--- src/rtl/ssfd_pkg.sv ---
// Package for the SysEx superframe deframer: framing constants, command
// codes, header table and the emit sequencer state type.
// No dependencies.
package ssfd_pkg;

    // Input commands
    localparam logic CMD_BYTE    = 1'b0;
    localparam logic CMD_RESTART = 1'b1;

    // Framing bytes
    localparam logic [7:0] START_BYTE = 8'hF0;
    localparam logic [7:0] END_BYTE   = 8'hF7;
    localparam logic [7:0] DATA_MASK  = 8'h7F;

    // Frame layout (positions within a frame)
    localparam logic [5:0] FRAME_LEN   = 6'd48;
    localparam logic [5:0] HDR_LEN     = 6'd5;
    localparam logic [5:0] PAYLOAD_END = 6'd47;

    // Emit sequencer
    typedef enum logic [1:0] {
        ST_IDLE,
        ST_READ,
        ST_LOAD
    } t_state;

    // Expected header byte at frame positions 0..4
    function automatic logic [7:0] hdr_byte(input logic [2:0] pos);
        logic [7:0] b;
        case (pos)
            3'd0:    b = 8'hF0;
            3'd1:    b = 8'h7D;
            3'd2:    b = 8'h45;   // 'E'
            3'd3:    b = 8'h4D;   // 'M'
            3'd4:    b = 8'h57;   // 'W'
            default: b = 8'h00;
        endcase
        return b;
    endfunction

endpackage

--- src/rtl/ssfd_ram.sv ---
// Generic single-port-write, single-port-read RAM with registered read data.
// No dependencies.
module ssfd_ram #(
    parameter int WIDTH = 8,
    parameter int DEPTH = 18
) (
    input  logic                                        i_clk,
    input  logic                                        i_we,
    input  logic [(DEPTH > 1 ? $clog2(DEPTH) : 1)-1:0]  i_waddr,
    input  logic [WIDTH-1:0]                            i_wdata,
    input  logic                                        i_re,
    input  logic [(DEPTH > 1 ? $clog2(DEPTH) : 1)-1:0]  i_raddr,
    output logic [WIDTH-1:0]                            o_rdata
);

    logic [WIDTH-1:0] r_mem [DEPTH];
    logic [WIDTH-1:0] r_rdata;

    // write port
    always_ff @(posedge i_clk) begin
        if (i_we) begin
            r_mem[i_waddr] <= i_wdata;
        end
    end

    // registered read port
    always_ff @(posedge i_clk) begin
        if (i_re) begin
            r_rdata <= r_mem[i_raddr];
        end
    end

    assign o_rdata = r_rdata;

endmodule

--- src/rtl/sysex_superframe_deframer.sv ---
// SysEx superframe deframer top level: framing, header check, 7-bit unpack
// and lane emit. Depends on ssfd_pkg and ssfd_ram.
//
// Bytes (or restart commands) are taken one per cycle while no lane run is
// being emitted. A frame starts at F0, must carry the header F0 7D 'E' 'M' 'W'
// and end with F7 exactly at byte 48; its 7-bit payload is unpacked on the fly
// into a lane RAM of LANE_BYTES entries. When a frame with a nonzero lane is
// accepted, input stalls while the lane is played out: each beat is read
// from the RAM in ST_READ, then loaded into the output register in ST_LOAD,
// which waits while the output side holds off. The last beat may still wait
// in the output register while new bytes are already being accepted.
module sysex_superframe_deframer #(
    parameter int LANE_BYTES = 18
) (
    input  logic       i_clk,
    input  logic       i_rst_n,
    // byte input channel
    input  logic       i_in_valid,
    output logic       o_in_ready,
    input  logic       i_command,
    input  logic [7:0] i_byte_value,
    // lane output channel
    output logic       o_out_valid,
    input  logic       i_out_ready,
    output logic [7:0] o_lane_byte,
    output logic [4:0] o_lane_index,
    output logic       o_last
);

    import ssfd_pkg::*;

    localparam int AW = (LANE_BYTES > 1) ? $clog2(LANE_BYTES) : 1;
    localparam logic [AW-1:0] LAST_IDX = AW'(LANE_BYTES - 1);
    localparam logic [5:0]    LANE_LEN = 6'(LANE_BYTES);

    // framing state
    logic [5:0] r_fill,    n_fill;
    logic       r_hdr_ok,  n_hdr_ok;
    logic [7:0] r_prefix,  n_prefix;
    logic       r_nonzero, n_nonzero;

    // emit sequencer
    t_state     r_state,   n_state;
    logic [AW-1:0] r_rd_idx, n_rd_idx;

    // output register
    logic       r_out_valid, n_out_valid;
    logic [7:0] r_lane_byte;
    logic [4:0] r_lane_index;
    logic       r_last;
    logic       w_out_load;

    // datapath helpers
    logic       w_in_acc;
    logic       w_is_start;
    logic [5:0] w_fill_eff;
    logic [5:0] w_p;
    logic [2:0] w_pos;
    logic [2:0] w_grp;
    logic [5:0] w_d;
    logic [7:0] w_dec;
    logic       w_frame_ok;
    logic [5:0] w_idx_ext;

    // lane RAM ports
    logic          w_we;
    logic [AW-1:0] w_waddr;
    logic [7:0]    w_wdata;
    logic          w_re;
    logic [7:0]    w_rdata;

    assign o_in_ready = (r_state == ST_IDLE);
    assign w_in_acc   = i_in_valid && o_in_ready;
    assign w_is_start = (i_byte_value == START_BYTE);

    // payload position decode
    assign w_fill_eff = w_is_start ? 6'd0 : r_fill;
    assign w_p        = w_fill_eff - HDR_LEN;
    assign w_pos      = w_p[2:0];
    assign w_grp      = w_p[5:3];
    assign w_d        = 6'(w_grp) * 6'd7 + 6'(w_pos) - 6'd1;
    assign w_dec      = (i_byte_value & DATA_MASK)
                      | {r_prefix[w_pos - 3'd1], 7'd0};

    // framing, header check and unpack
    always_comb begin
        n_fill     = r_fill;
        n_hdr_ok   = r_hdr_ok;
        n_prefix   = r_prefix;
        n_nonzero  = r_nonzero;
        w_we       = 1'b0;
        w_waddr    = w_d[AW-1:0];
        w_wdata    = w_dec;
        w_frame_ok = 1'b0;
        if (w_in_acc) begin
            if (i_command == CMD_RESTART) begin
                n_fill    = 6'd0;
                n_hdr_ok  = 1'b0;
                n_prefix  = 8'd0;
                n_nonzero = 1'b0;
            end else if (w_fill_eff == 6'd0 && !w_is_start) begin
                n_fill = 6'd0;                  // outside a frame: drop
            end else if (w_fill_eff >= FRAME_LEN) begin
                n_fill = 6'd0;                  // overlong frame: discard
            end else begin
                n_fill = w_fill_eff + 6'd1;
                if (w_fill_eff == 6'd0) begin
                    n_hdr_ok  = 1'b1;
                    n_nonzero = 1'b0;
                    n_prefix  = 8'd0;
                end else if (w_fill_eff < HDR_LEN) begin
                    if (i_byte_value != hdr_byte(w_fill_eff[2:0])) begin
                        n_hdr_ok = 1'b0;
                    end
                end else if (w_fill_eff < PAYLOAD_END) begin
                    if (w_pos == 3'd0) begin
                        n_prefix = i_byte_value;
                    end else if (w_d < LANE_LEN) begin
                        w_we = 1'b1;
                        if (w_dec != 8'd0) begin
                            n_nonzero = 1'b1;
                        end
                    end
                end
                if (i_byte_value == END_BYTE) begin
                    if (n_fill == FRAME_LEN && n_hdr_ok && n_nonzero) begin
                        w_frame_ok = 1'b1;
                    end
                    n_fill = 6'd0;
                end
            end
        end
    end

    // emit sequencer: read one lane entry, then load it into the output reg
    always_comb begin
        n_state    = r_state;
        n_rd_idx   = r_rd_idx;
        w_re       = 1'b0;
        w_out_load = 1'b0;
        case (r_state)
            ST_IDLE: begin
                if (w_frame_ok) begin
                    n_state  = ST_READ;
                    n_rd_idx = '0;
                end
            end
            ST_READ: begin
                w_re    = 1'b1;
                n_state = ST_LOAD;
            end
            ST_LOAD: begin
                if (!r_out_valid || i_out_ready) begin
                    w_out_load = 1'b1;
                    if (r_rd_idx == LAST_IDX) begin
                        n_state = ST_IDLE;
                    end else begin
                        n_rd_idx = r_rd_idx + AW'(1);
                        n_state  = ST_READ;
                    end
                end
            end
            default: begin
                n_state = ST_IDLE;
            end
        endcase
    end

    // output valid tracking
    always_comb begin
        n_out_valid = r_out_valid;
        if (w_out_load) begin
            n_out_valid = 1'b1;
        end else if (i_out_ready) begin
            n_out_valid = 1'b0;
        end
    end

    // control registers
    always_ff @(posedge i_clk) begin
        if (!i_rst_n) begin
            r_fill      <= 6'd0;
            r_hdr_ok    <= 1'b0;
            r_prefix    <= 8'd0;
            r_nonzero   <= 1'b0;
            r_state     <= ST_IDLE;
            r_rd_idx    <= '0;
            r_out_valid <= 1'b0;
        end else begin
            r_fill      <= n_fill;
            r_hdr_ok    <= n_hdr_ok;
            r_prefix    <= n_prefix;
            r_nonzero   <= n_nonzero;
            r_state     <= n_state;
            r_rd_idx    <= n_rd_idx;
            r_out_valid <= n_out_valid;
        end
    end

    // output payload register
    assign w_idx_ext = 6'(r_rd_idx);

    always_ff @(posedge i_clk) begin
        if (w_out_load) begin
            r_lane_byte  <= w_rdata;
            r_lane_index <= w_idx_ext[4:0];
            r_last       <= (r_rd_idx == LAST_IDX);
        end
    end

    assign o_out_valid  = r_out_valid;
    assign o_lane_byte  = r_lane_byte;
    assign o_lane_index = r_lane_index;
    assign o_last       = r_last;

    // lane store
    ssfd_ram #(
        .WIDTH (8),
        .DEPTH (LANE_BYTES)
    ) u_lane_ram (
        .i_clk   (i_clk),
        .i_we    (w_we),
        .i_waddr (w_waddr),
        .i_wdata (w_wdata),
        .i_re    (w_re),
        .i_raddr (r_rd_idx),
        .o_rdata (w_rdata)
    );

endmodule

--- config.mk ---
export PLATFORM = sky130hd
export DESIGN_NAME = sysex_superframe_deframer
export DESIGN_NICKNAME = d
export VERILOG_FILES = /design/src/rtl/ssfd_pkg.sv /design/src/rtl/ssfd_ram.sv /design/src/rtl/sysex_superframe_deframer.sv
export SDC_FILE = /design/constraint.sdc
export NUM_CORES = 1
export LEC_CHECK = 0
export BUFFER_PORTS_ARGS = -buffer_cell sky130_fd_sc_hd__buf_4
export CORE_MARGIN = 4
export CORE_UTILIZATION = 27
export CTS_CLUSTER_SIZE = 30
export DETAILED_ROUTE_END_ITERATION = 10
export GPL_TIMING_DRIVEN = 0
export PLACE_DENSITY = 0.47
export SLEW_MARGIN = 15
export SYNTH_ARGS = -nofsm -noshare
export SYNTH_HDL_FRONTEND = slang
export SYNTH_SLANG_ARGS = --single-unit
--- constraint.sdc ---
create_clock -name i_clk -period 9.15 [get_ports i_clk]
set_input_delay 1.83 -clock i_clk [delete_from_list [all_inputs] [get_ports i_clk]]
set_output_delay 1.83 -clock i_clk [all_outputs]
set_load 0.02 [all_outputs]
# ---- Word-level counts from Yosys, hierarchy flattened
# Memory sizes are Yosys's and may differ from the RTL's. A register that Yosys moved wholly into a read port is not among the register bits.
# Cells that the tools add are included.
dict set report totals {
  regBits 38
  mem_bits_rw 144
  in_bits 13
  elab_cells 135
  n_memories 1
}
dict set report op_classes {
  add_sub_neg 6
  n_mul 1
  n_lt_le_gt_ge 5
  n_eq_ne 17
  muxes 74
  bitwise 1
  n_reduce_logical 20
}
# memory words word_bits read_ports rd_clocked_by_memory_dff wr line_no
set memory_table {}
lappend memory_table {u_lane_ram.r_mem 18 8 1 1 1 ssfd_ram.sv:16} ;# logic [WIDTH-1:0] r_mem [DEPTH];
# operator n
set op_table {}
lappend op_table {{$mux W8} 13}
lappend op_table {{$mux W1} 47}
lappend op_table {{$pmux W8 S5} 1}
lappend op_table {{$mux W6} 5}
lappend op_table {{$eq A8 B8 Y1 const B} 2}
lappend op_table {{$mux W5} 3}
lappend op_table {{$pmux W5 S2} 1}
lappend op_table {{$ne A2 B2 Y1 const B} 4}
lappend op_table {{$ne A8 B8 Y1} 1}
lappend op_table {{$or A7 B8 Y8} 1}
lappend op_table {{$reduce_bool A8 Y1} 1}
lappend op_table {{$add A6 B1 Y6 const B} 1}
lappend op_table {{$add A6 B3 Y6} 1}
lappend op_table {{$eq A3 B2 Y1 const B} 2}
lappend op_table {{$eq A6 B6 Y1 const B} 1}
lappend op_table {{$ge A6 B6 Y1 const B} 1}
lappend op_table {{$logic_not A3 Y1} 2}
lappend op_table {{$logic_not A6 Y1} 1}
lappend op_table {{$lt A6 B3 Y1 const B} 1}
lappend op_table {{$lt A6 B5 Y1 const B} 1}
lappend op_table {{$lt A6 B6 Y1 const B} 1}
lappend op_table {{$mul A3 B3 Y6 const B} 1}
lappend op_table {{$pmux W2 S3} 1}
lappend op_table {{$reduce_and A6 Y1} 1}
lappend op_table {{23 further kinds} 30}

# ---- Logic depth before layout (Yosys ltp)
dict set report logic_depth {
  word_depth 28
  ltp_mapped 23
  ltp_nobuf 22
}

# ---- Hierarchy
# From an unflattened synthesis, not the netlist that was laid out.
dict set report unflattened {
  hier_cells 567
  hier_area_um2 8565.7
}
# module instances cells_each area_each_um2 seq_area_each_um2
set by_module_without_submodules {}
lappend by_module_without_submodules {ssfd_ram 1 292 5969.5 4564.4}
lappend by_module_without_submodules {sysex_superframe_deframer 1 275 2596.2 900.9}

# ---- Worst setup path before layout
# No wires, ideal clock.
dict set report synth_path {
  path_type {in2reg}
  start {input port i_byte_value[0]}
  end {memory u_lane_ram.r_mem[4][0], enable pin}
  setup_time_ps 383
  arrival_time_ps 7261
  setup_slack_ps 1506
  path_stages 20
  cell_sequence {or4_4 > or2_2 > clkbuf_1 > nand2_1 > ha_1 > nand2_1 > nand2_1 > o21ai_0 > o22ai_1 > inv_1 > ha_1 > fa_1 > inv_1 > fa_1 > xor2_1 > or3_1 > a2111o_1 > nor3_1 > nand3_1 > nor3_1}
}
dict set report synth_between {
  elab_chain_len 18
}
# item line_no
set synth_rtl {}
lappend synth_rtl {{from (decl)} sysex_superframe_deframer.sv:21} ;# input logic [7:0] i_byte_value,
lappend synth_rtl {{$eq A8 B8 Y1 *} sysex_superframe_deframer.sv:74} ;# assign w_is_start = (i_byte_value == START_BYTE);
lappend synth_rtl {{$mux W6} sysex_superframe_deframer.sv:77} ;# assign w_fill_eff = w_is_start ? 6'd0 : r_fill;
lappend synth_rtl {{$sub A6 B3 Y6} sysex_superframe_deframer.sv:78} ;# assign w_p = w_fill_eff - HDR_LEN;
lappend synth_rtl {{$mul A3 B3 Y6} sysex_superframe_deframer.sv:81} ;# assign w_d = 6'(w_grp) * 6'd7 + 6'(w_pos) - 6'd1;
lappend synth_rtl {{$add A6 B3 Y6} sysex_superframe_deframer.sv:81}
lappend synth_rtl {{$sub A6 B1 Y6} sysex_superframe_deframer.sv:81}
lappend synth_rtl {{$lt A6 B5 Y1} sysex_superframe_deframer.sv:118} ;# end else if (w_d < LANE_LEN) begin
lappend synth_rtl {{$mux W1} sysex_superframe_deframer.sv:118}
lappend synth_rtl {{(+2 left out)} n/a}
lappend synth_rtl {{$mux W1} sysex_superframe_deframer.sv:111} ;# end else if (w_fill_eff < HDR_LEN) begin
lappend synth_rtl {{$mux W1} sysex_superframe_deframer.sv:107} ;# if (w_fill_eff == 6'd0) begin
lappend synth_rtl {{$mux W1} sysex_superframe_deframer.sv:103} ;# end else if (w_fill_eff >= FRAME_LEN) begin
lappend synth_rtl {{$mux W1} sysex_superframe_deframer.sv:101} ;# end else if (w_fill_eff == 6'd0 && !w_is_start) begin
lappend synth_rtl {{$mux W1} sysex_superframe_deframer.sv:96} ;# if (i_command == CMD_RESTART) begin
lappend synth_rtl {{$mux W1} sysex_superframe_deframer.sv:95} ;# if (w_in_acc) begin
lappend synth_rtl {{$mux W1} ssfd_ram.sv:21} ;# if (i_we) begin
lappend synth_rtl {{$mux W1 (implied by the code)} ssfd_ram.sv:22} ;# r_mem[i_waddr] <= i_wdata;
lappend synth_rtl {{to (decl)} ssfd_ram.sv:16}
# Mark *: on every way between the ends. The rest lies on a longest branch, timed or not.

# ---- Worst setup path in the final report
dict set report layout_path {
  start {input port i_byte_value[0]}
  end {memory u_lane_ram.r_mem[2][3], enable pin}
}
# The elaborated chain is that of the path after synthesis.

==> impl_metrics.csv <==
group,metric,value,unit
pwr,p_int,1.32,mW
layout,multi_input_area,2720,um2
timing,drv_slew,0,
placement,dpl.hpwl,13.1,mm
placement,io_buffer_count,28,
grt,grt_pass1_wl,29.2,mm
route,dr.pass1.iters,4,
pwr,total_power,1.65,mW
die,rows,64,
route,vias_per_cell,4.65,
die,core,30500,um2
timing,fin_ws,712,ps
pwr,swShare,20.3,%
clock_tree,cts_buffers,17,
grt,grt_pass1_vias,4882,
critical_path,worstPathCellList,"buf_4 -> or4_4 -> or2_2 -> clkbuf_1 -> nand2_1 -> ha_1 -> nand2_1 -> nand2_1 -> o21ai_0 -> o22ai_1 -> inv_1 -> ha_1 -> fa_1 -> inv_1 -> fa_1 -> xor2_1 -> or3_1 -> a2111o_1 -> nor3_1 -> nand2_1 -> nor2_1",
clock_tree,cts_htree_levels,4,
clock_tree,clkTransAtPathRegs,60,ps
route,wl_per_cell,18.8,um
pwr,p_leak,3.07,nW
clock_tree,tritoncts,"yes",
synthesis,synth_cell_type_count,55,
pwr,combPwrFrac,1.6,%
hold_path,min_path_type,"flop to flop",
timing,tightest_slew,1060,ps
pwr,ir_drop,0.0000888,V
synthesis,ys_top_cells_by_count,"edfxtp_1, nor2_1, mux4_2, a21oi_1, nand2_1",
layout,stdcell_count,999,
clock_tree,cts_buffer_depth,2,
route,drc,0,
clock_tree,postCtsSetupBuffers,0,
pwr,clockPowerShare,41.8,%
placement,pre_cts_slack,174,ps
die,dieArea,33700,um2
pwr,sequentialPowerShare,56.6,%
route,wl,18.8,mm
clock_tree,clock_latency,430,ps
route,drt_iter0_drc,372,
timing,fin_crit,8440,ps
critical_path,crit_top_cell,"nand2_1",
synthesis,async_flop_share,0,%
layout,nNetsFinal,629,
die,die_w,184,um
clock_tree,root_buffer,"clkbuf_16",
pwr,switchingPower,336,uW
placement,placed_cells,967,
synthesis,synth_seq_cells,190,
grt,globalRouteOverflowTotal,0,
timing,setup_viol,0,
synthesis,syn_inst,542,
layout,antennaDiodeCount,0,
die,start_util,27.3,%
flow_run,drv_cap,0,
grt,grt_antenna_before_repair,0,
synthesis,syn_avg_cell_area,15.4,um2
timing,rsz0062_at_grt,"no",
critical_path,critPathCaptureType,"flop",
timing,finClkSkew,18.1,ps
layout,syn_to_final_growth,15.5,%
timing,slew_headroom,28.8,%
critical_path,crit_fanout,22,
critical_path,cp.required,9190,ps
critical_path,path_class,"input pin to flop",
clock_tree,cts_hold_buf,0,
grt,grt_start_max_net_pins,26,
synthesis,syn_nets,581,
synthesis,synthFlopType,"edfxtp_1",
timing,hold_violations,0,
synthesis,netlist_area,8320,um2
layout,fill_cells,2977,
synthesis,ys_warn_count,0,
placement,gp_congestion,0.827,
clock_tree,ctsResizeCount,0,
synthesis,synth.largest_area_cell,"edfxtp_1",
layout,final_layout_size_suffix_gt1_share,19.9,%
clock_tree,cts.sinks,190,
synthesis,synth_edf_count,166,
layout,seqCellArea,5470,um2
route,ant_nets,0,
timing,fin_hold_ws,419,ps
synthesis,synth.most_common_cell,"edfxtp_1",
synthesis,synth-seq-area-share,65.7,%
critical_path,cp_slowest_stage_delay,840,ps
route,via_count,4641,
timing,fmax,119,MHz
critical_path,arrival,8480,ps
pwr,power_density,172,nW/um2
die,die-height,184,um
die,ioPinCount,29,
timing,finalCritPeriodShare,92.2,%
synthesis,synth.top_cells.by_area,"edfxtp_1, mux4_2, dfxtp_1",
critical_path,critPathLaunchType,"input pin",
outcome,status,"finished clean",
grt,grt_use_total,11.5,%
critical_path,slowest_stage,"nor2_1",
synthesis,yosys.area.top_type_share,59.9,%
## power by group through the flow
stage                     combinational [mW]  clock (mW)  sequential [mW]
after floorplan                      0.00733           0            0.956
after global placement                0.0255           0            0.956
after detailed placement              0.0263           0            0.956
after CTS                             0.0264       0.705            0.937
after global routing                  0.0288       0.748            0.936
final                                 0.0258       0.692            0.937
## per-stage QoR
stage / area [um2] / TNS, ps / utilization, %
finish: 9610 / 0 / 31.5
global route: 9610 / 0 / 31.5
CTS: 9610 / 0 / 31.5
detailed placement: 9060 / 0 / 29.7
global placement: 9030 / -424 / 29.6
floorplan: 8320 / 0 / -
## final cells by class
class / count / share of cell area, %
Buffer: 22 / 0.859
Clock buffer: 19 / 4.51
Clock inverter: 13 / 1.19
Inverter: 20 / 0.833
Multi-Input combinational cell: 310 / 28.3
Sequential cell: 190 / 56.9
Tap cell: 396 / 5.16
Timing Repair Buffer: 29 / 2.27
## cell families after synthesis
kind of cell	Yosys count	synth area share, %
fa+ha+maj	26	4.18
simple gates	144	8.65
buf+inv	42	1.95
mux	54	12.7
compound gates	75	5.68
flops	190	65.7
xor+xnor	11	1.16
## layer usage
metal	track usage, %	wire (um)	part of all wire [%]
met1	15.4	8590	46
met4	3.16	234	1.2
met3	2.31	521	2.8
met2	19.3	9470	50
met5	0	0	0
## worst max-delay path: cells and delay by family
family / cells / cell delay (ps)
AND/OR/NAND/NOR: 9 / 3250
adder cells (fa/ha/maj): 4 / 1540
AO/OA/AOI/OAI: 3 / 960
buffers and inverters: 4 / 640
XOR/XNOR: 1 / 240
## worst paths after layout
| kind | end | slack, ps | depth (start not counted) | start |
|---|---|---|---|---|
| worst max-delay path | u_lane_ram.r_mem[2][3] | 710 | 21 | i_byte_value[0] |
| worst max register to register | u_lane_ram.r_mem[2][3] | 2970 | 15 | r_fill[0] |
| worst min register to register | o_lane_byte[2] | 420 | 0 | u_lane_ram.o_rdata[2] |
| worst min-delay path | o_lane_byte[2] | 420 | 0 | u_lane_ram.o_rdata[2] |
## sequential cells by signal, indices dropped and copies added (netlist names), 2 cells and up
register / count
u_lane_ram.r_mem: 144
u_lane_ram.o_rdata: 8
o_lane_byte: 8
r_fill: 6
r_state: 2
o_lane_index: 5
r_prefix: 8
r_rd_idx: 5
## layout by cell type (no fill, tap or decap), drive strengths merged, types with 4 or more instances in the layout
| master | instances |
|---|---|
| a21oi | 36 |
| buf | 34 |
| clkbuf | 36 |
| clkinv | 9 |
| dfxtp | 24 |
| edfxtp | 166 |
| ha | 23 |
| inv | 22 |
| mux2i | 11 |
| mux4 | 41 |
| nand2 | 26 |
| nand2b | 10 |
| nand3 | 10 |
| nand4 | 11 |
| nor2 | 56 |
| nor2b | 4 |
| nor3 | 10 |
| o21ai | 16 |
| xnor2 | 6 |
| xor2 | 5 |
No activity file was read; power rests on OpenSTA's default activity.
